==> src/sv/rmq_pkg.sv <==
// Package for the rotation matrix to quaternion core.
// Holds payload types, stage widths, saturation constants and sign-extension helpers.
// No dependencies.
package rmq_pkg;

  localparam int unsigned DataWidth = 16;
  localparam int unsigned FracBits  = 14;

  // signed radicand width, with headroom for a sum of three elements plus one
  localparam int unsigned RadW    = ((DataWidth > FracBits + 1) ? DataWidth : FracBits + 1) + 3;
  localparam int unsigned RadUW   = RadW - 1;
  localparam int unsigned SqInW   = RadUW + FracBits;
  localparam int unsigned SqRootW = (SqInW + 1) / 2;
  localparam int unsigned SqPadW  = 2 * SqRootW;
  localparam int unsigned SumW    = DataWidth + 2;
  localparam int unsigned MagW    = DataWidth + 1;
  localparam int unsigned NumW    = MagW + FracBits + 1;
  localparam int unsigned DenW    = SqRootW + 1;
  localparam int unsigned QW      = DataWidth - 1;
  localparam int unsigned TopW    = NumW - QW;
  localparam int unsigned CmpW    = (TopW > DenW) ? TopW : DenW;
  localparam int unsigned MainW   = (SqRootW > DataWidth) ? SqRootW : DataWidth;

  localparam logic [DataWidth-1:0] SatHi = {1'b0, {(DataWidth-1){1'b1}}};
  localparam logic [DataWidth-1:0] SatLo = {1'b1, {(DataWidth-1){1'b0}}};
  localparam logic [DataWidth-1:0] OneSat =
      (FracBits >= DataWidth - 1) ? SatHi : (DataWidth'(1) << FracBits);
  localparam logic signed [RadW-1:0] OneRad = RadW'(1) << FracBits;

  // which component comes from the root
  typedef enum logic [1:0] {
    MODE_X = 2'd0,
    MODE_Y = 2'd1,
    MODE_Z = 2'd2,
    MODE_W = 2'd3
  } mode_e;

  typedef struct packed {
    logic signed [DataWidth-1:0] m00;
    logic signed [DataWidth-1:0] m01;
    logic signed [DataWidth-1:0] m02;
    logic signed [DataWidth-1:0] m10;
    logic signed [DataWidth-1:0] m11;
    logic signed [DataWidth-1:0] m12;
    logic signed [DataWidth-1:0] m20;
    logic signed [DataWidth-1:0] m21;
    logic signed [DataWidth-1:0] m22;
  } in_t;

  typedef struct packed {
    logic signed [DataWidth-1:0] qx;
    logic signed [DataWidth-1:0] qy;
    logic signed [DataWidth-1:0] qz;
    logic signed [DataWidth-1:0] qw;
    logic                        degenerate;
  } out_t;

  typedef struct packed {
    logic            neg;
    logic [MagW-1:0] mag;
  } lane_t;

  typedef struct packed {
    mode_e       mode;
    lane_t [2:0] lane;
  } side_t;

  function automatic logic signed [RadW-1:0] sx_rad(logic [DataWidth-1:0] v);
    return signed'({{(RadW-DataWidth){v[DataWidth-1]}}, v});
  endfunction

  function automatic logic signed [SumW-1:0] sx_sum(logic [DataWidth-1:0] v);
    return signed'({{(SumW-DataWidth){v[DataWidth-1]}}, v});
  endfunction

endpackage

==> src/sv/rmq_sqrt.sv <==
// Pipelined digit-by-digit integer square root, one root bit per stage.
// Carries the lane sideband alongside. Depends on rmq_pkg.
module rmq_sqrt import rmq_pkg::*; (
  input  logic               clk_i,
  input  logic               rst_ni,
  input  logic               en_i,
  input  logic               valid_i,
  input  logic [RadUW-1:0]   rad_i,
  input  side_t              side_i,
  output logic               valid_o,
  output logic [SqRootW-1:0] root_o,
  output side_t              side_o
);

  localparam int unsigned RemW = SqRootW + 3;

  logic               vld_q  [SqRootW];
  logic [RemW-1:0]    rem_q  [SqRootW];
  logic [SqRootW-1:0] res_q  [SqRootW];
  logic [SqPadW-1:0]  v_q    [SqRootW];
  side_t              side_q [SqRootW];

  for (genvar s = 0; s < SqRootW; s++) begin : g_step
    logic               vld_in;
    logic [RemW-1:0]    rem_in, rem_sh, trial, rem_d;
    logic [SqRootW-1:0] res_in, res_d;
    logic [SqPadW-1:0]  v_in;
    side_t              side_in;

    if (s == 0) begin : g_first
      assign vld_in  = valid_i;
      assign rem_in  = '0;
      assign res_in  = '0;
      assign v_in    = SqPadW'(rad_i) << FracBits;
      assign side_in = side_i;
    end else begin : g_next
      assign vld_in  = vld_q[s-1];
      assign rem_in  = rem_q[s-1];
      assign res_in  = res_q[s-1];
      assign v_in    = v_q[s-1];
      assign side_in = side_q[s-1];
    end

    always_comb begin
      rem_sh = {rem_in[RemW-3:0], v_in[SqPadW-1 -: 2]};
      trial  = {{(RemW-SqRootW-2){1'b0}}, res_in, 2'b01};
      if (rem_sh >= trial) begin
        rem_d = rem_sh - trial;
        res_d = {res_in[SqRootW-2:0], 1'b1};
      end else begin
        rem_d = rem_sh;
        res_d = {res_in[SqRootW-2:0], 1'b0};
      end
    end

    always_ff @(posedge clk_i or negedge rst_ni) begin
      if (!rst_ni) begin
        vld_q[s] <= 1'b0;
      end else if (en_i) begin
        vld_q[s] <= vld_in;
      end
    end

    always_ff @(posedge clk_i) begin
      if (en_i) begin
        rem_q[s]  <= rem_d;
        res_q[s]  <= res_d;
        v_q[s]    <= v_in << 2;
        side_q[s] <= side_in;
      end
    end
  end

  assign valid_o = vld_q[SqRootW-1];
  assign root_o  = res_q[SqRootW-1];
  assign side_o  = side_q[SqRootW-1];

endmodule

==> config.mk <==
export PLATFORM = sky130hd
export DESIGN_NAME = rmq_sqrt
export DESIGN_NICKNAME = d
export VERILOG_FILES = /design/src/sv/rmq_pkg.sv /design/src/sv/rmq_sqrt.sv
export SDC_FILE = /design/constraint.sdc
export NUM_CORES = 1
export LEC_CHECK = 0
export BUFFER_PORTS_ARGS = -buffer_cell sky130_fd_sc_hd__buf_2
export CAP_MARGIN = 0
export CORE_MARGIN = 2
export CORE_UTILIZATION = 55
export CTS_BUF_LIST = sky130_fd_sc_hd__clkbuf_8
export DETAILED_ROUTE_END_ITERATION = 10
export HOLD_SLACK_MARGIN = 0.08
export PLACE_DENSITY = 0.72
export SYNTH_ARGS = -nofsm -noshare
export SYNTH_HDL_FRONTEND = slang
export SYNTH_SLANG_ARGS = --single-unit
==> constraint.sdc <==
create_clock -name clk_i -period 3.3 [get_ports clk_i]
set_clock_uncertainty 0.1 [all_clocks]
set_input_delay 0.33 -clock clk_i [delete_from_list [all_inputs] [get_ports clk_i]]
set_output_delay 0.33 -clock clk_i [all_outputs]
set_load 0.01 [all_outputs]
; After elaboration in Yosys (flattened, before gate mapping)
; Memories as Yosys holds them, arrays and structs flattened.
; Index checks and enable logic that the tools add are counted.
[totals]
reg_bits = 16
ram_bits = 1936
input_bits = 78
output_inout_bits = 73
mem_count = 4
[memory_table]
columns = name, words, width, read_ports, rd_ports_with_merged_regs, wr, line
row1 = side_q, 16, 56, 16, 0, 16, rmq_sqrt.sv:21  ; side_t side_q [SqRootW];
row2 = v_q, 16, 30, 15, 0, 16, rmq_sqrt.sv:20  ; logic [SqPadW-1:0] v_q [SqRootW];
row3 = rem_q, 16, 19, 15, 0, 16, rmq_sqrt.sv:18  ; logic [RemW-1:0] rem_q [SqRootW];
row4 = res_q, 16, 16, 16, 0, 16, rmq_sqrt.sv:19  ; logic [SqRootW-1:0] res_q [SqRootW];
[classes]
add_sub_neg = 16
n_lt_le_gt_ge = 16
mux = 34
[ops]
columns = op, n
row1 = $mux W19, 16
row2 = $ge A19 B18 Y1, 15
row3 = $sub A19 B18 Y19, 15
row4 = $mux W1, 18
row5 = $sub A2 B1 Y3 const B, 1
row6 = $ge A2 B1 Y1 const B, 1

; Depth between registers and ports, before layout
; An unclocked memory read counts as a cell.
[depth]
depth_word = 3
ltp_mapped = 11
mapped_depth_nobuf = 10

; Worst setup path after synthesis
; Ideal clock, no wire load.
[synth_path]
path_kind = reg-to-reg
from = memory rem_q[1][105] in the netlist's numbering
to = memory rem_q[1][122] in the netlist's numbering (data pin)
setup_ps = 260
t_arrival_ps = 2384
setup_slack_ps = 556
path_stages_with_launch = 9
n_path_buf = 2
period_less_slack_ps = 2744
path_cell_list = edfxtp_1 > ha_1 > clkbuf_1 > a21o_1 > a211oi_1 > a31oi_1 > a21oi_1 > buf_2 > mux2_2
[synth_lines]
columns = item, line
row1 = start: declaration, rmq_sqrt.sv:18

==> metrics.cfg <==
[cts]
ctsRootBufferMaster=clkbuf_8
clock_latency_ns=0.84
clkTransAtPathRegs_ns=0.06
htreeDepth=4
cts_tree=built
cts_made_buffers=203
cts_resized=0
cts_sinks=1351
cts_buffer_depth=3

[synth]
avgSynthCellArea_um2=18.02
synth_seq_area_share=0.8076
synth_top_area_frac=0.7996
ys_warn_count=0
synth.distinct_cells=84
synthAdderAreaFrac=0.03708
yosys-top-cells-count=edfxtp_1, inv_1, ha_1
synth_mux_area_frac=0.01682
synth.largest_area_cell=edfxtp_1
syn_area_um2=50140
ys_ff_latch=1351
synth-edff-count=1335
synth-simple-area-share=0.04919
syn_inst=2783
synthFlopType=edfxtp_1
synth_fp_nets=3006
synth_xor_area_frac=0.02408
synth.most_common_cell=edfxtp_1
synthTopCellsByArea=edfxtp_1, ha_1, mux2_2, inv_1, xnor2_1
synth-compound-area-share=0.04841
synth_top_family_by_area=simple AND/OR/NAND/NOR gates
async_flop_share=0.01184

[sta]
setup_ws_ns=0.2681
tightest_slew_ns=0.7917
layout_min_cycle_time_ns=3.032
fin_crit_sh=0.9187
fmax_mhz=329.8
setup_viol_count_final=0
tns_ns=0
rsz0062_at_grt=no
drv_slew=0
final_hold_viol_count=0
max-slew-margin-rel=0.4722

[run]
maxCapViolations=0

[grt]
grt_max_degree=111
grt_pass1_wl_mm=122.3
antenna_found_initial=3
grt_overflow=0
grt_pass1_vias=25310
grt_usage=0.1636

[setup_path]
worstSetupPathType=reg2reg
crit_path_cell_trace=ha_1 > a211oi_1 > nor2_1 > a31oi_1 > a21o_1 > and2_0 > buf_4 > mux2_2
crit_family=compound AO/OA/AOI/OAI gates
cpPeakStageDelay_ns=0.44
path_max_fanout=13
critPathRequiredTime_ns=3.77
cp.depth=8
startpoint_type=flip-flop
end_kind=flip-flop
r2r_cells=8
slowest_stage=edfxtp_1
cp.arrival_ns=3.50
worst-path-buf-inv=1

[layout]
final_cell_count_no_fill=4636
area.growth.synth_to_final_pct=15.72
finalNetCount=3526
final_util=0.6436
drive_gt1_frac=0.1599

[die]
rows=110
dieArea_um2=93590
die_w_um=305.9
initial_core_util=0.5562
core_region_area_um2=90150
pin_count=151
dieHeight_um=305.9

[power]
p_total_mw=36.88
p_leak_nw=21.46
powerDensity_nw_per_um2=635.6
ir_worst_vdd_mv=0.6071

[hold_path]
whs_path_depth=3
hp-class=in2reg

[placed_design]
placed_cells=4120
gp_congestion=0.9233
portBuffers=150
dp_hpwl_mm=44.95
preCtsSetupSlack_ns=0.1349

[status]
outcome=finished, final reports clean

[drt]
ant_nets=0
drc=0
first_pass_iters=5
routed_via_density=5.204
wl_mm=75.17
wl_per_cell_um=16.21
via_count=24130
drt_iter0_drc=1287

## timing repair
action / in CTS / in global routing
hold endpoints to repair: 175 / 0
hold buffers: 152 / 0
setup endpoints to repair: 0 / 1
setup buffers: 0 / 2
## metrics by stage
| stage | hold slack [ns] | instance area (um2) |
|---|---|---|
| finish | 0.2526 | 58020 |
| global placement | 0.1349 | 52710 |
| detailed placement | 0.1604 | 52710 |
| global route | 0.2035 | 58020 |
| floorplan | -0.06559 | 50140 |
| CTS | 0.1477 | 58000 |
## state kept, by name, indices dropped and copies added, names as in the netlist
signal	flops
res_q	136
v_q	72
valid_o	1
rem_q	231
g_step.vld_in	15
side_q	896
## final cells by class
class                           instances  area [um2]
Clock buffer                          207        2849
Fill cell                            5981       32130
Inverter                              186       698.2
Clock inverter                        153       914.6
Timing Repair Buffer                  343        2783
Tap cell                             1176        1471
Multi-Input combinational cell       1218        8807
Sequential cell                      1351       40490
Antenna cell                            2       5.005
## cell families (layout without fill, tap and decap cells)
kind of cell | count (synthesis) | in the layout
flip-flops | 1351 | 1351
AND/OR/NAND/NOR | 480 | 480
AO/OA/AOI/OAI | 380 | 380
buffers and inverters | 214 | 889
adder cells (fa/ha/maj) | 145 | 145
XOR/XNOR | 137 | 137
multiplexers | 75 | 75
other | 1 | 3
## worst min-delay path: stages
cell and delay, ns:
dlygate4sd3_1 0.52, buf_2 0.11, nor2b_1 0.04
## per-layer routing
layer / part of all wire / track usage / up-vias
met5: 0 / 0 / -
met4: 0.032 / 0.08031 / 0
met3: 0.043 / 0.03829 / 179
met2: 0.54 / 0.2990 / 509
met1: 0.38 / 0.1781 / 11740
li1: - / - / 11700
## where the power goes
group | total (mW) | switching (mW) | internal [mW]
sequential | 21.1 | 0.591 | 20.5
clock | 12.6 | 6.14 | 6.43
combinational | 3.20 | 1.74 | 1.45
## path summary, 6_finish.rpt
path	slack, ns	to	start
setup / recovery	0.27	rem_q[1][89]$_DFFE_PP_	rem_q[1][57]$_SDFFCE_PP0P_
hold reg to reg	0.29	side_q[1][31]$_DFFE_PP_	side_q[0][423]$_DFFE_PP_
min in group asynchronous	0.51	g_step[5].vld_in$_DFFE_PN0P_	rst_ni
hold / removal	0.25	rem_q[0][0]$_DFFE_PP_	rad_i[16]
max in group asynchronous	2.14	g_step[12].vld_in$_DFFE_PN0P_	rst_ni
setup reg to reg	0.27	rem_q[1][89]$_DFFE_PP_	rem_q[1][57]$_SDFFCE_PP0P_
## cells in the final DEF, fill, tap and decap left out, drive strengths merged, types with 27 or more instances in the layout
| cell | count |
|---|---|
| edfxtp | 1335 |
| inv | 259 |
| clkbuf | 207 |
| buf | 191 |
| dlygate4sd3 | 152 |
| ha | 139 |
| nor2 | 132 |
| a21oi | 105 |
| nand2 | 100 |
| o21ai | 98 |
| xnor2 | 73 |
| mux2 | 71 |
| clkinv | 71 |
| xor2 | 64 |
| nor3 | 50 |
| nand3 | 33 |
| o21a | 30 |
| a21o | 29 |
| nor2b | 27 |
Power figures use the tool's default switching activity.
