## src/sv/rmq_pkg.sv

```systemverilog
// Package for the rotation matrix to quaternion core.
// Holds payload types, stage widths, saturation constants and sign-extension helpers.
// No dependencies.
package rmq_pkg;

  localparam int unsigned DataWidth = 16;
  localparam int unsigned FracBits  = 14;

  // signed radicand width, with headroom for a sum of three elements plus one
  localparam int unsigned RadW    = ((DataWidth > FracBits + 1) ? DataWidth : FracBits + 1) + 3;
  localparam int unsigned RadUW   = RadW - 1;
  localparam int unsigned SqInW   = RadUW + FracBits;
  localparam int unsigned SqRootW = (SqInW + 1) / 2;
  localparam int unsigned SqPadW  = 2 * SqRootW;
  localparam int unsigned SumW    = DataWidth + 2;
  localparam int unsigned MagW    = DataWidth + 1;
  localparam int unsigned NumW    = MagW + FracBits + 1;
  localparam int unsigned DenW    = SqRootW + 1;
  localparam int unsigned QW      = DataWidth - 1;
  localparam int unsigned TopW    = NumW - QW;
  localparam int unsigned CmpW    = (TopW > DenW) ? TopW : DenW;
  localparam int unsigned MainW   = (SqRootW > DataWidth) ? SqRootW : DataWidth;

  localparam logic [DataWidth-1:0] SatHi = {1'b0, {(DataWidth-1){1'b1}}};
  localparam logic [DataWidth-1:0] SatLo = {1'b1, {(DataWidth-1){1'b0}}};
  localparam logic [DataWidth-1:0] OneSat =
      (FracBits >= DataWidth - 1) ? SatHi : (DataWidth'(1) << FracBits);
  localparam logic signed [RadW-1:0] OneRad = RadW'(1) << FracBits;

  // which component comes from the root
  typedef enum logic [1:0] {
    MODE_X = 2'd0,
    MODE_Y = 2'd1,
    MODE_Z = 2'd2,
    MODE_W = 2'd3
  } mode_e;

  typedef struct packed {
    logic signed [DataWidth-1:0] m00;
    logic signed [DataWidth-1:0] m01;
    logic signed [DataWidth-1:0] m02;
    logic signed [DataWidth-1:0] m10;
    logic signed [DataWidth-1:0] m11;
    logic signed [DataWidth-1:0] m12;
    logic signed [DataWidth-1:0] m20;
    logic signed [DataWidth-1:0] m21;
    logic signed [DataWidth-1:0] m22;
  } in_t;

  typedef struct packed {
    logic signed [DataWidth-1:0] qx;
    logic signed [DataWidth-1:0] qy;
    logic signed [DataWidth-1:0] qz;
    logic signed [DataWidth-1:0] qw;
    logic                        degenerate;
  } out_t;

  typedef struct packed {
    logic            neg;
    logic [MagW-1:0] mag;
  } lane_t;

  typedef struct packed {
    mode_e       mode;
    lane_t [2:0] lane;
  } side_t;

  function automatic logic signed [RadW-1:0] sx_rad(logic [DataWidth-1:0] v);
    return signed'({{(RadW-DataWidth){v[DataWidth-1]}}, v});
  endfunction

  function automatic logic signed [SumW-1:0] sx_sum(logic [DataWidth-1:0] v);
    return signed'({{(SumW-DataWidth){v[DataWidth-1]}}, v});
  endfunction

endpackage

```

## src/sv/rmq_div.sv

```systemverilog
// Three-lane pipelined restoring divider, one quotient bit per stage, with rounding
// folded into the numerator; final saturation and component routing. Depends on rmq_pkg.
module rmq_div import rmq_pkg::*; (
  input  logic               clk_i,
  input  logic               rst_ni,
  input  logic               en_i,
  input  logic               valid_i,
  input  logic [SqRootW-1:0] root_i,
  input  side_t              side_i,
  output logic               valid_o,
  output out_t               res_o
);

  typedef struct packed {
    logic            neg;
    logic            ovf;
    logic [DenW-1:0] rem;
    logic [QW-1:0]   low;
    logic [QW-1:0]   quo;
  } dlane_t;

  typedef struct packed {
    mode_e              mode;
    logic               degen;
    logic [SqRootW-1:0] main;
    logic [DenW-1:0]    den;
    dlane_t [2:0]       lane;
  } dstage_t;

  // prep stage: numerator = mag * 2^F + root, overflow check against den * 2^QW
  dstage_t         prep_d;
  logic [SqRootW:0] main_sum;
  logic [NumW-1:0] num [3];
  logic [TopW-1:0] top [3];

  always_comb begin
    main_sum     = {1'b0, root_i} + (SqRootW+1)'(1);
    prep_d.mode  = side_i.mode;
    prep_d.degen = (root_i == '0);
    prep_d.main  = main_sum[SqRootW:1];
    prep_d.den   = {root_i, 1'b0};
    for (int l = 0; l < 3; l++) begin
      num[l] = (NumW'(side_i.lane[l].mag) << FracBits) + NumW'(root_i);
      top[l] = num[l][NumW-1:QW];
      prep_d.lane[l].neg = side_i.lane[l].neg;
      prep_d.lane[l].ovf = CmpW'(top[l]) >= CmpW'(prep_d.den);
      prep_d.lane[l].rem = DenW'(top[l]);
      prep_d.lane[l].low = num[l][QW-1:0];
      prep_d.lane[l].quo = '0;
    end
  end

  logic    vld_q [QW+1];
  dstage_t st_q  [QW+1];

  always_ff @(posedge clk_i or negedge rst_ni) begin
    if (!rst_ni) begin
      vld_q[0] <= 1'b0;
    end else if (en_i) begin
      vld_q[0] <= valid_i;
    end
  end

  always_ff @(posedge clk_i) begin
    if (en_i) begin
      st_q[0] <= prep_d;
    end
  end

  for (genvar s = 1; s <= QW; s++) begin : g_step
    dstage_t       st_d;
    logic [DenW:0] sh [3];

    always_comb begin
      st_d = st_q[s-1];
      for (int l = 0; l < 3; l++) begin
        sh[l] = {st_q[s-1].lane[l].rem, st_q[s-1].lane[l].low[QW-1]};
        st_d.lane[l].low = st_q[s-1].lane[l].low << 1;
        if (sh[l] >= {1'b0, st_q[s-1].den}) begin
          st_d.lane[l].rem = DenW'(sh[l] - {1'b0, st_q[s-1].den});
          st_d.lane[l].quo = {st_q[s-1].lane[l].quo[QW-2:0], 1'b1};
        end else begin
          st_d.lane[l].rem = sh[l][DenW-1:0];
          st_d.lane[l].quo = {st_q[s-1].lane[l].quo[QW-2:0], 1'b0};
        end
      end
    end

    always_ff @(posedge clk_i or negedge rst_ni) begin
      if (!rst_ni) begin
        vld_q[s] <= 1'b0;
      end else if (en_i) begin
        vld_q[s] <= vld_q[s-1];
      end
    end

    always_ff @(posedge clk_i) begin
      if (en_i) begin
        st_q[s] <= st_d;
      end
    end
  end

  logic [DataWidth-1:0] lv [3];
  logic [DataWidth-1:0] main_sat;
  logic [DataWidth-1:0] c0, c1, c2, c3;

  always_comb begin
    for (int l = 0; l < 3; l++) begin
      if (st_q[QW].lane[l].ovf) begin
        lv[l] = st_q[QW].lane[l].neg ? SatLo : SatHi;
      end else if (st_q[QW].lane[l].neg) begin
        lv[l] = -{1'b0, st_q[QW].lane[l].quo};
      end else begin
        lv[l] = {1'b0, st_q[QW].lane[l].quo};
      end
    end
    main_sat = (MainW'(st_q[QW].main) > MainW'(SatHi)) ? SatHi : DataWidth'(st_q[QW].main);

    unique case (st_q[QW].mode)
      MODE_X: begin
        c0 = main_sat; c1 = lv[1]; c2 = lv[2]; c3 = lv[0];
      end
      MODE_Y: begin
        c0 = lv[2]; c1 = main_sat; c2 = lv[1]; c3 = lv[0];
      end
      MODE_Z: begin
        c0 = lv[1]; c1 = lv[2]; c2 = main_sat; c3 = lv[0];
      end
      default: begin
        c0 = lv[0]; c1 = lv[1]; c2 = lv[2]; c3 = main_sat;
      end
    endcase

    if (st_q[QW].degen) begin
      res_o.qx = '0;
      res_o.qy = '0;
      res_o.qz = '0;
      res_o.qw = OneSat;
    end else begin
      res_o.qx = c0;
      res_o.qy = c1;
      res_o.qz = c2;
      res_o.qw = c3;
    end
    res_o.degenerate = st_q[QW].degen;
  end

  assign valid_o = vld_q[QW];

endmodule

```

## config.mk

```make
export PLATFORM = sky130hd
export DESIGN_NAME = rmq_div
export DESIGN_NICKNAME = d
export VERILOG_FILES = /design/src/sv/rmq_pkg.sv /design/src/sv/rmq_div.sv
export SDC_FILE = /design/constraint.sdc
export NUM_CORES = 2
export LEC_CHECK = 0
export BUFFER_PORTS_ARGS = -buffer_cell sky130_fd_sc_hd__clkbuf_2
export CAP_MARGIN = 0
export CORE_ASPECT_RATIO = 2
export CORE_MARGIN = 2
export CORE_UTILIZATION = 42
export CTS_CLUSTER_SIZE = 40
export DETAILED_ROUTE_END_ITERATION = 10
export HOLD_SLACK_MARGIN = 0.06
export PLACE_DENSITY = 0.55
export SYNTH_ARGS = -nofsm -noshare
export SYNTH_HDL_FRONTEND = slang
export SYNTH_SLANG_ARGS = --single-unit
export TNS_END_PERCENT = 100
```

## constraint.sdc

```tcl
create_clock -name clk_i -period 6.1 [get_ports clk_i]
set_clock_uncertainty 0.05 [all_clocks]
set_input_delay 0.305 -clock clk_i [delete_from_list [all_inputs] [get_ports clk_i]]
set_output_delay 0.305 -clock clk_i [all_outputs]
set_load 0.03 [all_outputs]
```

== Word level (Yosys, flattened, before mapping) ==
Memory sizes are Yosys's and may differ from the RTL's.
Index checks and enable logic that the tools add are counted.

* Flip-flop bits (word level): 16
* Memory bits (writable): 2928
* Output and inout port bits: 66
* Word-level logic and storage cells: 230
* Memories kept: 1

{| class="wikitable"
|+ Memory list
! name !! words !! width !! rd ports !! clocked after memory_dff !! wr ports !! line !! RTL
|-
| st_q || 16 || 183 || 16 || 0 || 16 || rmq_div.sv:54 || <nowiki>dstage_t st_q [QW+1];</nowiki>
|}

* $add $sub $neg: 52
* Order comparisons: 49
* Equal/unequal tests: 2
* Multiplexer cells: 107
* Reductions and logical operators: 3

{| class="wikitable"
|+ Operator list
! operator !! count
|-
| $ge A18 B17 Y1 || 45
|-
| $mux W17 || 45
|-
| $sub A17 B17 Y17 || 45
|-
| $mux W16 || 11
|-
| $add A31 B16 Y32 || 3
|-
| $mux W64 || 1
|-
| $pmux W16 S2 || 2
|-
| $ge A17 B17 Y1 || 3
|-
| $neg A15 Y16 || 3
|-
| $pmux W16 S3 || 1
|-
| $mux W1 || 47
|-
| $add A16 B1 Y17 const B || 1
|-
| $gt A16 B15 Y1 const B || 1
|-
| $logic_not A16 Y1 || 1
|-
| $reduce_or A3 Y1 || 1
|-
| $eq A2 B1 Y1 const B || 1
|-
| $eq A2 B2 Y1 const B || 1
|-
| $logic_not A2 Y1 || 1
|}

== Longest topological paths before layout ==
An unclocked memory read counts as a cell.

* Word-level depth: 6
* Depth in mapped cells: 13
* Gate-level depth less buffers: 13

== Worst setup path before layout ==
OpenSTA, ideal clock, no wires.

* Path kind: reg2out
* Start: memory st_q[15][98] (netlist name)
* End: output port res_o[59] (netlist name)
* Arrival time: 2889 ps
* Slack: 2856 ps
* Stages on the path, launching flop included: 10
* Path through: edfxtp_1 -> inv_1 -> ha_1 -> nand2_1 -> or3_1 -> or4_4 -> o31ai_2 -> xor2_1 -> a221oi_1 -> a221oi_1

{| class="wikitable"
|+ RTL lines
! what !! line !! RTL
|-
| from (decl) || rmq_div.sv:54 ||
|-
| to (decl) || rmq_div.sv:11 || <nowiki>output out_t res_o</nowiki>
|}

==> impl_metrics.json <==
{
  "initial_core_util_pct": 42.11,
  "cp.arrival_ns": 4.17,
  "yosysUniqueCellTypes": 99,
  "combPwrFrac_pct": 43.1,
  "utilization_pct": 47.00,
  "outcome": "completed",
  "power_density_mw_per_mm2": 499.9,
  "cts-root-buf": "clkbuf_16",
  "crit_family": "simple AND/OR/NAND/NOR gates",
  "die_y_um": 682.1,
  "grt_overflow_total": 0,
  "viasPerCell": 5.544,
  "cts_tree": "built",
  "finalWirelength_mm": 246.9,
  "via_count": 64360,
  "setup_viol": 0,
  "vdd_drop_max_mv": 0.2682,
  "synth-simple-area-share_pct": 10.12,
  "internal_power_mw": 34.02,
  "synth_seq_cells": 1745,
  "cts_buffers": 172,
  "avgSynthCellArea_um2": 11.84,
  "fin_nets": 9348,
  "dpl.hpwl_mm": 188.0,
  "io_pins": 142,
  "timing.critical_path.slowest_cell_delay_ns": 1.01,
  "power_switching_mw": 19.86,
  "syn_nets": 9030,
  "crit_chain": "nor3_1, nand2_1, nor4_1, nand2_1, mux2i_1, o22ai_1, a221oi_1, a221oi_1, clkbuf_2",
  "synth_compound_area_share_pct": 13.83,
  "initialDrtViolationCount": 4628,
  "synth_top_family_by_area": "compound AO/OA/AOI/OAI gates",
  "grt_start_max_net_pins": 181,
  "required_ns": 5.74,
  "fmax_ghz": 0.2209,
  "seqPwrFrac_pct": 36.8,
  "antenna_found_initial": 7,
  "critPathKind": "flop to primary output",
  "io_buffers": 141,
  "std_cell_rows": 249,
  "place_ws_ns": 2.036,
  "netlist_area_mm2": 0.09656,
  "clkTransAtPathRegs_ns": 0.06,
  "p_leak_nw": 41.44,
  "mostFrequentLayoutCell": "edfxtp_1",
  "drtAntennaViolNets": 0,
  "synth-async-reset-ratio_pct": 0.9169,
  "finalPower_mw": 53.88,
  "cts_resized": 0,
  "cts_buffer_depth": 4,
  "rrSetupSlack_ns": 1.99,
  "rr_worst_depth": 10,
  "drv_cap": 0,
  "drive_gt1_share_pct": 9.913,
  "switching_share_pct": 36.86,
  "place_congestion": 0.9042,
  "core_area_mm2": 0.2293,
  "hold_viol_final": 0,
  "die_x_um": 343.0,
  "num-fill-cells": 20900,
  "clock_latency_ns": 0.85,
  "hold_class": "input port to flop",
  "h-tree-depth": 4,
  "cp.depth": 9,
  "clock-sinks": 1745,
  "slew_headroom_pct": 11.16,
  "holdPathStages": 2,
  "critical_path.max_fanout": 6,
  "startpoint_type": "flop",
  "finalMaxSlewViolations": 0,
  "ys_warn_count": 0,
  "rsz0062_at_grt": "false",
  "setup_tns_ns": 0,
  "syn_inst": 8152,
  "crit_slowest_cell": "nor4_1",
  "synth_mux_area_share_pct": 3.846,
  "die_area_mm2": 0.2340,
  "avgRoutedWirePerCell_um": 21.27,
  "synthAdderAreaFrac_pct": 10.74,
  "grt_pass1_vias": 61760,
  "worstMarginPinSlew_ns": 1.320,
  "fin_crit_sh_pct": 74.23,
  "worst_slack_ns": 1.572,
  "final_cell_mix": "1729 x edfxtp_1, 756 x ha_1, 586 x a21oi_1",
  "synthToLayoutAreaGrowth_pct": 11.61,
  "yosysSeqAreaShare_pct": 54.18,
  "power.share.clock_pct": 20.1,
  "synth-main-ff-cell": "edfxtp_1",
  "synth-edff-count": 1729,
  "critPathBufInv": 1,
  "drc_errors": 0,
  "critPathCaptureType": "primary output",
  "firstDrtPassIters": 6,
  "grt_pass1_wl_mm": 372.7,
  "post-route-min-period_ns": 4.528,
  "synth_xor_area_share_pct": 4.744,
  "grt_usage_pct": 20.79
}
[cell families after synthesis]
group / after synthesis
AOI/OAI and AO/OA: 2088
and+or+nand+nor: 2030
DFF: 1745
adders and majority gates: 802
buffers and inverters: 629
xor gates and xnor gates: 523
muxes: 335
[power by group through the flow]
stage                     registers [mW]  logic [mW]  clock network [mW]
after global routing                20.1        25.8                11.6
after global placement              20.2        22.7                   0
after CTS                           19.9        23.1                11.2
final                               19.8        23.2                10.8
after floorplan                     18.8        17.5                   0
after detailed placement            20.1        22.9                   0
[synth_stat cells (17+ instances only)]
cell type | instances | share of area (%)
o21ai_0 | 484 | 2.5
o21bai_1 | 36 | 0.28
a2111oi_0 | 24 | 0.22
a211oi_1 | 81 | 0.63
xor2_1 | 205 | 1.9
mux2i_1 | 47 | 0.49
nor3_1 | 172 | 0.89
edfxtp_1 | 1729 | 54
a31oi_1 | 79 | 0.51
fa_1 | 45 | 0.93
o41ai_1 | 21 | 0.19
nand2_1 | 569 | 2.2
o21a_1 | 110 | 0.86
and3_1 | 56 | 0.36
nand2b_1 | 95 | 0.62
a21boi_0 | 53 | 0.41
a221oi_1 | 39 | 0.35
buf_2 | 36 | 0.19
mux2_2 | 288 | 3.4
inv_1 | 464 | 1.8
o211ai_1 | 37 | 0.29
o31a_1 | 29 | 0.26
a21oi_1 | 588 | 3.0
ha_1 | 757 | 9.8
and4_1 | 24 | 0.22
a31o_2 | 17 | 0.15
nand4_1 | 95 | 0.62
a21o_1 | 186 | 1.4
o31ai_1 | 73 | 0.57
or3_1 | 68 | 0.44
nor2_1 | 527 | 2.0
and2_1 | 28 | 0.18
o22ai_1 | 21 | 0.14
xnor2_1 | 318 | 2.9
nor2b_1 | 137 | 0.89
or2_2 | 53 | 0.34
nand3_1 | 120 | 0.62
o2111ai_1 | 20 | 0.18
clkbuf_1 | 108 | 0.42
a22oi_1 | 29 | 0.23
a211o_1 | 23 | 0.21
nor4_1 | 31 | 0.20
[routing by layer]
layer	share of wire, %	track usage, %	up-vias
met2	47	33.96	1471
met4	2.6	5.731	0
met3	4.7	2.414	302
met5	0	0	-
li1	-	-	31410
met1	46	29.19	31180
[registers in the layout, summed over array words and instances, names as in the netlist]
| signal | flops |
|---|---|
| valid_o | 1 |
| vld_q | 15 |
| st_q | 1729 |
[final timing paths]
path | from | end
worst max register to register | st_q[6][149] | st_q[7][84]
worst min-delay path | side_i[17] | st_q[0][48]
worst max-delay path | st_q[15][102] | res_o[62]
max in group asynchronous | rst_ni | vld_q[4]
worst min register to register | st_q[12][55] | st_q[13][56]
min in group asynchronous | rst_ni | vld_q[15]
[stage by stage]
step           hold slack, ns  area (um2)  cells
2_1_floorplan        -0.04059       96560   8152
3_3_place_gp           0.1897      101000  11200
3_5_place_dp           0.1923      101000  11200
4_1_cts               0.09281      107800  11610
5_1_grt                0.1349      107800  11610
6_report               0.1557      107800  11610
[cell type report]
cell class                      count  area (um2)  area share (%)
Clock buffer                      203        4548           4.220
Sequential cell                  1745       52320           48.55
Tap cell                         3012        3769           3.497
Inverter                          466        1749           1.623
Clock inverter                     96        1059          0.9822
Multi-Input combinational cell   5778       41960           38.93
Antenna cell                        2       5.005        0.004644
Timing Repair Buffer              307        2370           2.199
[timing repair]
| action | 4_1_cts | 5_1_grt |
|---|---|---|
| hold buffers | 112 | 0 |
| buffers inserted | 0 | 0 |
| endpoints found under the hold margin | 150 | 0 |
No activity file was read; power rests on OpenSTA's default activity.
