`src/sv/rmq_pkg.sv`:
```
// Package for the rotation matrix to quaternion core.
// Holds payload types, stage widths, saturation constants and sign-extension helpers.
// No dependencies.
package rmq_pkg;

  localparam int unsigned DataWidth = 16;
  localparam int unsigned FracBits  = 14;

  // signed radicand width, with headroom for a sum of three elements plus one
  localparam int unsigned RadW    = ((DataWidth > FracBits + 1) ? DataWidth : FracBits + 1) + 3;
  localparam int unsigned RadUW   = RadW - 1;
  localparam int unsigned SqInW   = RadUW + FracBits;
  localparam int unsigned SqRootW = (SqInW + 1) / 2;
  localparam int unsigned SqPadW  = 2 * SqRootW;
  localparam int unsigned SumW    = DataWidth + 2;
  localparam int unsigned MagW    = DataWidth + 1;
  localparam int unsigned NumW    = MagW + FracBits + 1;
  localparam int unsigned DenW    = SqRootW + 1;
  localparam int unsigned QW      = DataWidth - 1;
  localparam int unsigned TopW    = NumW - QW;
  localparam int unsigned CmpW    = (TopW > DenW) ? TopW : DenW;
  localparam int unsigned MainW   = (SqRootW > DataWidth) ? SqRootW : DataWidth;

  localparam logic [DataWidth-1:0] SatHi = {1'b0, {(DataWidth-1){1'b1}}};
  localparam logic [DataWidth-1:0] SatLo = {1'b1, {(DataWidth-1){1'b0}}};
  localparam logic [DataWidth-1:0] OneSat =
      (FracBits >= DataWidth - 1) ? SatHi : (DataWidth'(1) << FracBits);
  localparam logic signed [RadW-1:0] OneRad = RadW'(1) << FracBits;

  // which component comes from the root
  typedef enum logic [1:0] {
    MODE_X = 2'd0,
    MODE_Y = 2'd1,
    MODE_Z = 2'd2,
    MODE_W = 2'd3
  } mode_e;

  typedef struct packed {
    logic signed [DataWidth-1:0] m00;
    logic signed [DataWidth-1:0] m01;
    logic signed [DataWidth-1:0] m02;
    logic signed [DataWidth-1:0] m10;
    logic signed [DataWidth-1:0] m11;
    logic signed [DataWidth-1:0] m12;
    logic signed [DataWidth-1:0] m20;
    logic signed [DataWidth-1:0] m21;
    logic signed [DataWidth-1:0] m22;
  } in_t;

  typedef struct packed {
    logic signed [DataWidth-1:0] qx;
    logic signed [DataWidth-1:0] qy;
    logic signed [DataWidth-1:0] qz;
    logic signed [DataWidth-1:0] qw;
    logic                        degenerate;
  } out_t;

  typedef struct packed {
    logic            neg;
    logic [MagW-1:0] mag;
  } lane_t;

  typedef struct packed {
    mode_e       mode;
    lane_t [2:0] lane;
  } side_t;

  function automatic logic signed [RadW-1:0] sx_rad(logic [DataWidth-1:0] v);
    return signed'({{(RadW-DataWidth){v[DataWidth-1]}}, v});
  endfunction

  function automatic logic signed [SumW-1:0] sx_sum(logic [DataWidth-1:0] v);
    return signed'({{(SumW-DataWidth){v[DataWidth-1]}}, v});
  endfunction

endpackage

```
`src/sv/rmq_front.sv`:
```
// Front end: trace and diagonal compares, then case select, radicand and off-diagonal lanes.
// Two register stages. Depends on rmq_pkg.
module rmq_front import rmq_pkg::*; (
  input  logic             clk_i,
  input  logic             rst_ni,
  input  logic             en_i,
  input  logic             valid_i,
  input  in_t              data_i,
  output logic             valid_o,
  output logic [RadUW-1:0] rad_o,
  output side_t            side_o
);

  logic                   a_vld_q;
  in_t                    a_m_q;
  logic signed [RadW-1:0] a_trace_q;
  logic                   a_lt01_q, a_lt12_q, a_lt02_q;

  always_ff @(posedge clk_i or negedge rst_ni) begin
    if (!rst_ni) begin
      a_vld_q <= 1'b0;
    end else if (en_i) begin
      a_vld_q <= valid_i;
    end
  end

  always_ff @(posedge clk_i) begin
    if (en_i) begin
      a_m_q     <= data_i;
      a_trace_q <= sx_rad(data_i.m00) + sx_rad(data_i.m11) + sx_rad(data_i.m22);
      a_lt01_q  <= $signed(data_i.m00) < $signed(data_i.m11);
      a_lt12_q  <= $signed(data_i.m11) < $signed(data_i.m22);
      a_lt02_q  <= $signed(data_i.m00) < $signed(data_i.m22);
    end
  end

  mode_e                   mode;
  logic signed [RadW-1:0]  dii, djj, dkk, rad_s;
  logic signed [SumW-1:0]  n [3];
  side_t                   side_d;
  logic [RadUW-1:0]        rad_d;

  always_comb begin
    if (a_trace_q > 0) begin
      mode = MODE_W;
    end else if (a_lt01_q) begin
      mode = a_lt12_q ? MODE_Z : MODE_Y;
    end else begin
      mode = a_lt02_q ? MODE_Z : MODE_X;
    end

    unique case (mode)
      MODE_X: begin
        dii  = sx_rad(a_m_q.m00);
        djj  = sx_rad(a_m_q.m11);
        dkk  = sx_rad(a_m_q.m22);
        n[0] = sx_sum(a_m_q.m21) - sx_sum(a_m_q.m12);
        n[1] = sx_sum(a_m_q.m10) + sx_sum(a_m_q.m01);
        n[2] = sx_sum(a_m_q.m20) + sx_sum(a_m_q.m02);
      end
      MODE_Y: begin
        dii  = sx_rad(a_m_q.m11);
        djj  = sx_rad(a_m_q.m22);
        dkk  = sx_rad(a_m_q.m00);
        n[0] = sx_sum(a_m_q.m02) - sx_sum(a_m_q.m20);
        n[1] = sx_sum(a_m_q.m21) + sx_sum(a_m_q.m12);
        n[2] = sx_sum(a_m_q.m01) + sx_sum(a_m_q.m10);
      end
      MODE_Z: begin
        dii  = sx_rad(a_m_q.m22);
        djj  = sx_rad(a_m_q.m00);
        dkk  = sx_rad(a_m_q.m11);
        n[0] = sx_sum(a_m_q.m10) - sx_sum(a_m_q.m01);
        n[1] = sx_sum(a_m_q.m02) + sx_sum(a_m_q.m20);
        n[2] = sx_sum(a_m_q.m12) + sx_sum(a_m_q.m21);
      end
      default: begin
        dii  = '0;
        djj  = '0;
        dkk  = '0;
        n[0] = sx_sum(a_m_q.m21) - sx_sum(a_m_q.m12);
        n[1] = sx_sum(a_m_q.m02) - sx_sum(a_m_q.m20);
        n[2] = sx_sum(a_m_q.m10) - sx_sum(a_m_q.m01);
      end
    endcase

    if (mode == MODE_W) begin
      rad_s = a_trace_q + OneRad;
    end else begin
      rad_s = dii - djj - dkk + OneRad;
    end
    rad_d = rad_s[RadW-1] ? '0 : rad_s[RadUW-1:0];

    side_d.mode = mode;
    for (int l = 0; l < 3; l++) begin
      side_d.lane[l].neg = n[l][SumW-1];
      side_d.lane[l].mag = n[l][SumW-1] ? MagW'(-n[l]) : MagW'(n[l]);
    end
  end

  always_ff @(posedge clk_i or negedge rst_ni) begin
    if (!rst_ni) begin
      valid_o <= 1'b0;
    end else if (en_i) begin
      valid_o <= a_vld_q;
    end
  end

  always_ff @(posedge clk_i) begin
    if (en_i) begin
      rad_o  <= rad_d;
      side_o <= side_d;
    end
  end

endmodule

```
`config.mk`:
```
export PLATFORM = sky130hd
export DESIGN_NAME = rmq_front
export DESIGN_NICKNAME = d
export VERILOG_FILES = /design/src/sv/rmq_pkg.sv /design/src/sv/rmq_front.sv
export SDC_FILE = /design/constraint.sdc
export NUM_CORES = 1
export LEC_CHECK = 0
export ABC_CLOCK_PERIOD_IN_PS = 7800
export BUFFER_PORTS_ARGS = -buffer_cell sky130_fd_sc_hd__buf_4
export CELL_PAD_IN_SITES_DETAIL_PLACEMENT = 0
export CELL_PAD_IN_SITES_GLOBAL_PLACEMENT = 1
export CORE_MARGIN = 2
export CORE_UTILIZATION = 47
export CTS_CLUSTER_DIAMETER = 50
export DETAILED_ROUTE_END_ITERATION = 8
export PLACE_DENSITY_LB_ADDON = 0.1
export RECOVER_POWER = 25
export SLEW_MARGIN = 20
export SYNTH_ARGS = -nofsm -noshare
export SYNTH_HDL_FRONTEND = slang
export SYNTH_SLANG_ARGS = --single-unit
export TNS_END_PERCENT = 30
```
`constraint.sdc`:
```
create_clock -name clk_i -period 7.8 [get_ports clk_i]
set_input_delay 1.56 -clock clk_i [delete_from_list [all_inputs] [get_ports clk_i]]
set_output_delay 1.56 -clock clk_i [all_outputs]
set_load 0.02 [all_outputs]
```
# ---- Word level (Yosys, flattened, before mapping)
# Index checks and enable logic that the tools add are counted.
dict set report word_totals {
  register_bits 241
  latchBits 0
  ramBits 0
  rom_bits 0
  inputBits 148
  output_inout_bits 75
  wordCells 58
  mem_count 0
}
dict set report op_classes {
  addsub 15
  multipliers 0
  div 0
  order_cmp 4
  eq_ne 3
  shift 0
  n_mux 12
  bitwise_logic 0
  reduce_logical 1
}
# op n
set ops {}
lappend ops {{19-bit case mux with 3 select lines} 3}
lappend ops {{54-bit case mux with 3 select lines} 1}
lappend ops {{16-bit by 16-bit adder with 17-bit output} 4}
lappend ops {{17-bit two-way mux} 3}
lappend ops {{17-bit negator} 3}
lappend ops {{16-bit by 16-bit subtractor with 17-bit output} 3}
lappend ops {{16-bit less-than comparator} 3}
lappend ops {{19-bit subtractor} 2}
lappend ops {{18-bit by 16-bit adder with 19-bit output (second input constant)} 1}
lappend ops {{19-bit by 16-bit adder with 19-bit output (second input constant)} 1}
lappend ops {{19-bit two-way mux} 1}
lappend ops {{17-bit by 16-bit adder with 18-bit output} 1}
lappend ops {{18-bit by 1-bit > comparator with 1-bit output (second input constant)} 1}
lappend ops {{2-bit two-way mux} 4}
lappend ops {{2-bit == test (second input constant)} 2}
lappend ops {{2-bit by 1-bit == test with 1-bit output (second input constant)} 1}
lappend ops {{2-bit logical NOT} 1}

# ---- Longest topological paths before layout
# Gate-level depths: netlist of the first run.
dict set report depth {
  word_depth 9
  mapped_depth 28
  depth_no_buf 22
}

# ---- Worst setup path before layout of the first run
# Ideal clock, no wire load.
dict set report synth_path {
  path_kind {register -> register}
  startpoint {register a_trace_q[14]}
  endpoint {register rad_o[0] (data pin)}
  arrival_ps 6124
  slack_ps 1406
  path_stages_with_launch 29
  path_buffers 8
  period_less_slack_ps 6394
  path_cell_list {edfxtp_1 -> inv_1 -> ha_1 -> nor4b_1 -> a41o_1 -> buf_2 -> clkbuf_1 -> buf_2 -> clkbuf_1 -> clkbuf_1 -> clkbuf_1 -> clkbuf_1 -> nand2_1 -> fa_1 -> fa_1 -> ha_1 -> inv_1 -> fa_1 -> nor2b_1 -> o21ai_0 -> a21boi_0 -> o21ai_0 -> nand2b_1 -> a31oi_1 -> o21ai_0 -> o211a_1 -> nor2_1 -> clkbuf_1 -> o21ai_0}
}
dict set report synth_between {
  elab_chain_cells 8
  elab_cells_between_ends 14
  classes_between {add/sub (4); order compare (1); eq/ne (3); mux (5); reduce/logical (1)}
}
# element line
set synth_rtl {}
lappend synth_rtl {{start: declaration} rmq_front.sv:16} ;# logic signed [RadW-1:0] a_trace_q;
lappend synth_rtl {{start signal: assignment} rmq_front.sv:30} ;# a_trace_q <= sx_rad(data_i.m00) + sx_rad(data_i.m11) + sx_rad(data_i.m22);
lappend synth_rtl {{18-bit by 1-bit > comparator with 1-bit output} rmq_front.sv:44} ;# if (a_trace_q > 0) begin
lappend synth_rtl {{2-bit two-way mux} rmq_front.sv:44}
lappend synth_rtl {{2-bit == test (tied with other cells)} rmq_front.sv:52} ;# unique case (mode)
lappend synth_rtl {{19-bit case mux with 3 select lines} rmq_front.sv:52}
lappend synth_rtl {{19-bit subtractor (2 in series)} rmq_front.sv:90} ;# rad_s = dii - djj - dkk + OneRad;
lappend synth_rtl {{19-bit by 16-bit adder with 19-bit output} rmq_front.sv:90}
lappend synth_rtl {{19-bit two-way mux *} rmq_front.sv:87} ;# if (mode == MODE_W) begin
lappend synth_rtl {{end signal: assignment} rmq_front.sv:111} ;# rad_o <= rad_d;
lappend synth_rtl {{end: declaration} rmq_front.sv:10} ;# output logic [RadUW-1:0] rad_o,
# Every way passes the cells marked *; elsewhere a longest branch is shown, timed or not.
# A chain may end at the register's enable or synchronous reset.

# ---- Worst setup path after layout of the first run
dict set report layout_path {
  startpoint {register a_trace_q[14]}
  endpoint {register rad_o[12] (data pin)}
}
# The elaborated chain is that of the path after synthesis.

==> results of run 1 <==
## sequential cells by signal, summed over array words and instances (netlist names)
| signal | flops |
|---|---|
| a_lt02_q | 1 |
| a_trace_q | 18 |
| rad_o | 18 |
| a_m_q | 144 |
| a_lt12_q | 1 |
| a_lt01_q | 1 |
| side_o | 56 |
| a_vld_q | 1 |
| valid_o | 1 |
## worst min-delay path by stage
stage	slack, ps	end	depth (start not counted)
after global placement	480	valid_o	1
after global routing	540	a_vld_q	1
after CTS	520	a_vld_q	1
final	510	a_vld_q	1
after floorplan	470	a_vld_q	1
after detailed placement	500	valid_o	1
## cells in the mapped netlist (8+ instances only)
cell type  instances
edfxtp_1         239
a221o_1           10
or3_1             10
nor4_1            11
o211ai_1          10
and2_1             9
a31oi_1           23
xor2_1            31
inv_1            174
o21bai_1           8
nor2_1           128
buf_1             12
a221oi_1          10
a22oi_1           60
o22ai_1           17
nand3_1           16
buf_2             16
a21o_1            34
xnor2_1           98
clkbuf_1          52
nor2b_1           26
nor3_1            35
nand2_1          192
fa_1              40
nand4_1            9
o31ai_1           23
o21ai_0          101
and3_1             8
nand2b_1          30
o21a_1            26
a21boi_0           9
a211oi_1          19
a21oi_1          124
ha_1             195
## worst reg2reg max path: stages, from the launching register on
cell      delay (ps)
edfxtp_1         440
inv_1            100
ha_1             150
nor4b_1          710
a41o_2           720
nand2_1          160
fa_1             520
ha_1             300
ha_1             170
inv_1             60
fa_1             400
nor2b_1          120
o21ai_0          100
a21boi_0         300
o21ai_0          130
nand2b_1         120
a31oi_1          140
o21ai_0          460
o211a_1          240
nor2_1            50
buf_4            200
o41ai_1          310
## power by group
part / switching [mW] / internal, mW
Combinational: 1.92 / 1.26
Sequential: 0.146 / 1.79
Clock: 0.637 / 0.968
## through the flow
step / hold WS (ps) / area (um^2) / utilization (%)
after floorplan: 475 / 18800 / -
after global placement: 483 / 21000 / 52.9
after detailed placement: 505 / 21000 / 52.9
after CTS: 518 / 22200 / 55.9
after global routing: 545 / 21900 / 55.4
final: 510 / 21900 / 55.4
## metal layers
layer	part of all wire, %	global-route usage [%]
met1	43	32.5
met2	50	45.1
met3	4.7	2.66
met4	2.8	9.03
met5	0	0
## cell families (layout without fill, tap and decap cells)
| kind of cell | count (synthesis) | in the layout | share of synthesized area [%] |
|---|---|---|---|
| AO/OA/AOI/OAI | 561 | 561 | 20.1 |
| flip-flops | 241 | 241 | 38.4 |
| buffers and inverters | 258 | 474 | 5.31 |
| AND/OR/NAND/NOR | 507 | 507 | 12.6 |
| adder cells (fa/ha/maj) | 235 | 235 | 17.2 |
| other | 0 | 1 | 0 |
| XOR/XNOR | 129 | 129 | 6.00 |
| multiplexers | 7 | 7 | 0.385 |
## layout make-up
type                    instances  area share (%)
multi-input cells            1439            48.5
flip-flops and latches        241            32.9
repair buffers                235            7.19
clock buffers                  40            4.17
inverters                     175            2.99
well taps                     525            2.99
clock inverters                24            1.23
diodes                          1          0.0114
==> impl_metrics.toml, run 1 <==
[clock_tree]
cts_resized = 0
numClockSinks = 241
cts_tree = "done"
cts-root-buf = "clkbuf_16"
clockBufferDepth = 3
h-tree-depth = 2
cts_inserted_buffers = 35
postCtsSetupBuffers = 0
clkTransAtPathRegs_ps = 60
clock_latency_ps = 550
cts_hold_buf = 0

[worst_setup_path]
cp_slowest_cell = "a41o_2"
endpoint_kind = "register"
reg2reg_from = "a_trace_q[14]"
crit_type = "reg -> reg"
crit_path_end = "rad_o[12]"
cp_num_cells = 21
path_delay_family = "compound AO/OA/AOI/OAI gates"
critPathRequiredTime_ps = 8160
crit_start = "a_trace_q[14]"
cp-start-kind = "register"
cp_max_fo = 32
crit_arrival_ps = 6450
r2r_setup_slack_ps = 1710
max_stage_delay_ps = 720
cp_cell_sequence = "inv_1, ha_1, nor4b_1, a41o_2, nand2_1, fa_1, ha_1, ha_1, inv_1, fa_1, nor2b_1, o21ai_0, a21boi_0, o21ai_0, nand2b_1, a31oi_1, o21ai_0, o211a_1, nor2_1, buf_4, o41ai_1"
reg2reg_depth = 21
cp.buffers_inverters = 3
rr_endpoint = "rad_o[12]"

[grt]
grt_pass1_vias = 15024
grt_pass1_wl_um = 82200
antenna_found_initial = 1
grt_max_degree = 126
grt-ovfl-total = 0
track_usage_pct = 25.5

[floorplanning]
initial_core_util_pct = 47.5
rows = 73
die_w_um = 204
die_h_um = 204
boundaryPins = 223
core_um2 = 39600
die_area_um2 = 41700

[synthesis]
syn_avg_cell_area_um2 = 9.72
synth_nets = 2321
synth_top_area_cell = "edfxtp_1"
synth_top_cell_area_share_pct = 38.1
synthCells = 1938
yosys-top-cells-area = "edfxtp_1 38%, ha_1 13%, xnor2_1 4.6%"
synth_seq_cells = 241
synth_edf_count = 239
ys_warn_count = 0
syn_area_um2 = 18800
ys_seq_area_share_pct = 38.4
ys.flop_type = "edfxtp_1"
async_reset_ff_share_pct = 0.830
yosysUniqueCellTypes = 85

[sta]
rsz0062_at_grt = "no"
fin_crit_sh_pct = 78.0
slew_violations = 0
setup_viol = 0
setup_ws_ps = 1710
slew_headroom_pct = 30.4
tightest_slew_ps = 1040
max_freq_ghz = 0.164
fin_setup_tns_ps = 0
final.min_clock_period_ps = 6090
skew_ps = 20.2
finalHoldViolCount = 0

[drt]
drt_iter0_drc = 1058
ant_nets = 0
dr.pass1.iters = 8
wl_per_cell_um = 19.8
drt_wl_total_um = 53200
via_per_inst = 5.70
vias = 15266
drc = 0

[final_layout]
multiInputGateArea_um2 = 10600
drive_gt1_share_pct = 12.5
stdcell_count = 2680
n_fill_cell = 3682
seqCellArea_um2 = 7230
final_nets = 2510
final_cell_mix = "239 x edfxtp_1, 195 x ha_1, 192 x nand2_1, 174 x inv_1, 126 x nor2_1"
area_growth_pct = 16.6
final_common_cell = "edfxtp_1"

[run_status]
status = "finished, final reports clean"

[hold_path]
hold_path_class = "reg -> reg"
holdCritStartpoint = "a_vld_q"

[placement]
dp_slack_ps = 1720
dpl.hpwl_um = 41100
gp_congestion = 0.922
place_inst = 2615
port_buffers = 222

[pwr]
totalPowerFinal_mw = 6.72
powerDensity_nw_per_um2 = 306
peakVddDrop_v = 0.000135
leakage_nw = 9.20

[run]
drv_cap = 0
Power figures use the tool's default switching activity.
==> run 2, diff against run 1 <==
ABC_AREA = 1   (was unset)
ABC_CLOCK_PERIOD_IN_PS = 4900   (was 7800)
CORE_UTILIZATION = 41   (was 47)
clock period = 4.9 ns   (was 7.8 ns; I/O delays follow)
==> impl_metrics.toml, run 2 <==
[drt]
wl_per_cell_um = 19.1
drc = 0
dr.pass1.iters = 6
vias = 17807
drt_iter0_drc = 1237
via_per_inst = 5.24
drt_wl_total_um = 64900
ant_nets = 0

[clock_tree]
numClockSinks = 241
h-tree-depth = 2
clkTransAtPathRegs_ps = 50
clockBufferDepth = 3
clock_latency_ps = 550
cts_inserted_buffers = 34
cts_tree = "done"
cts-root-buf = "clkbuf_16"
cts_hold_buf = 0

[hold_path]
hold_path_class = "in -> async"

[synthesis]
synthCells = 2549
synth_nets = 2932
yosys-top-cells-area = "edfxtp_1 36%, ha_1 12%, nand2_1 12%"
syn_avg_cell_area_um2 = 7.87
yosysUniqueCellTypes = 53
synth_seq_cells = 241
synth_top_cell_area_share_pct = 35.8
async_reset_ff_share_pct = 0.830
ys_warn_count = 0
ys_seq_area_share_pct = 36.0
ys.flop_type = "edfxtp_1"
synth_common_cells = "650 x nand2_1, 376 x inv_1, 267 x nand3_1, 239 x edfxtp_1, 198 x nor2_1"
yosysMostFrequentCell = "nand2_1"
syn_area_um2 = 20100
synth_top_area_cell = "edfxtp_1"
synth_edf_count = 239

[worst_setup_path]
critPathRequiredTime_ps = 5200
crit_arrival_ps = 4920
cp-start-kind = "register"
crit_type = "reg -> reg"
cp_common_cell = "nand2_1"
max_stage_delay_ps = 480
cp_slowest_cell = "fa_1"
path_delay_family = "adder cells"
endpoint_kind = "register"
cp_cell_sequence = "nand2_1, inv_2, nor2_2, inv_2, a21oi_4, a221oi_2, fa_1, ha_1, ha_1, inv_1, fa_1, nand3b_1, nand2_1, a21oi_1, o21ai_2, nand3_1, nand2_1, xor2_1, nand2_1, buf_4, o211ai_1, inv_1"
cp_max_fo = 10
cp.buffers_inverters = 5

[pwr]
p_comb_share_pct = 54.8
internal_power_mw = 6.77
leakage_nw = 11.2
power_frac_seq_pct = 25.4
peakVddDrop_v = 0.000328
switching_share_pct = 44.8
p_sw_mw = 5.48
p_clk_share_pct = 19.7
powerDensity_nw_per_um2 = 525

[final_layout]
antennaDiodeCount = 0
stdcell_count = 3400
n_fill_cell = 4831
final_cell_mix = "648 x nand2_1, 375 x inv_1, 267 x nand3_1, 239 x edfxtp_1, 197 x nor2_1"
final_common_cell = "nand2_1"
top_register = "a_m_q"
design_area_um2 = 23300
seqCellArea_um2 = 7230
drive_gt1_share_pct = 11.2
final_nets = 3135
multiInputGateArea_um2 = 11000
area_growth_pct = 16.3
top_regs = "a_m_q: 144 flops, side_o: 56 flops"
largest_reg_flops = 144

[placement]
place_inst = 3336
placed_cell_area_um2 = 22300
dp_slack_ps = 55.1
port_buffers = 222
gp_congestion = 0.919
dpl.hpwl_um = 53800

[sta]
setup_viol = 0
fin_setup_tns_ps = 0
slew_violations = 0
max_freq_ghz = 0.216
timing.hold.ws_ps = 216
final.min_clock_period_ps = 4620
finalHoldViolCount = 0
slew_headroom_pct = 35.2
fin_crit_sh_pct = 94.3
setup_ws_ps = 279
tightest_slew_ps = 969
skew_ps = 17.9

[floorplanning]
die_w_um = 225
rows = 81
core_um2 = 48600
die_area_um2 = 50700
initial_core_util_pct = 41.3
boundaryPins = 223
die_h_um = 225

[grt]
grt_max_degree = 102
grt-ovfl-total = 0
grt_pass1_wl_um = 99500
grt_pass1_vias = 17396
track_usage_pct = 25.7
antenna_found_initial = 0

[run_status]
status = "finished, final reports clean"

[run]
drv_cap = 0
==> run 2: cell types whose count changed in the layout (fill, tap and decap cells not counted), sizes merged, moves of 41 or more <==
cell   delta
nand2   +464
nand3   +256
inv     +208
nor2     +82
xnor2    -81
a22oi    -59
o21ai    -41
==> run 2: path summary, 6_finish.rpt <==
| check | startpoint | to | slack (ps) | depth (start not counted) |
|---|---|---|---|---|
| min in group clk_i | a_vld_q | valid_o | 510 | 2 |
| worst min register to register | a_vld_q | valid_o | 510 | 2 |
| worst max register to register | a_lt01_q | rad_o[12] | 280 | 22 |
| worst max-delay path | a_lt01_q | rad_o[12] | 280 | 22 |
| worst min-delay path | rst_ni | a_vld_q | 220 | 1 |
| max in group asynchronous | rst_ni | valid_o | 4550 | 1 |
==> run 2: timing repair <==
| item | 4_1_cts | 5_1_grt |
|---|---|---|
| setup endpoints to repair | 0 | 18 |
| buffers inserted | 0 | 2 |
| resized for setup | 0 | 18 |
==> run 2: area by class of cell <==
type	count	share of cell area [%]
flip-flops and latches	241	31.0
well taps	622	3.33
inverters	388	6.26
clock buffers	39	3.72
repair buffers	249	7.48
clock inverters	23	1.00
multi-input cells	1838	47.3
==> run 2: cell families after synthesis <==
| group | after synthesis | synth area share (%) |
|---|---|---|
| flip-flops | 241 | 36.0 |
| AND/OR/NAND/NOR | 1209 | 25.6 |
| AO/OA/AOI/OAI | 322 | 9.72 |
| buffers and inverters | 470 | 9.43 |
| XOR/XNOR | 72 | 3.14 |
| adder cells (fa/ha/maj) | 235 | 16.1 |
==> run 2: stage by stage <==
stage / util, % / total power, mW
3_5_place_dp: 45.9 / 9.77
6_report: 48.0 / 12.3
5_1_grt: 48.0 / 13.2
4_1_cts: 48.2 / 12.3
2_1_floorplan: - / 7.48
3_3_place_gp: 45.9 / 9.72
==> run 2: metal layers <==
metal / vias to the layer above / global-route usage, % / wire (um)
li1: 8884 / - / -
met1: 8390 / 34.2 / 29800
met2: 438 / 43.6 / 30600
met3: 95 / 3.14 / 2500
met4: 0 / 8.57 / 2000
met5: - / 0 / 0
==> run 2: power by group through the flow <==
stage	registers, mW	logic [mW]	clock network, mW
after global placement	3.16	6.56	0
after floorplan	3.43	4.06	0
final	3.12	6.72	2.42
after global routing	3.16	7.49	2.56
after CTS	3.13	6.64	2.49
after detailed placement	3.16	6.61	0
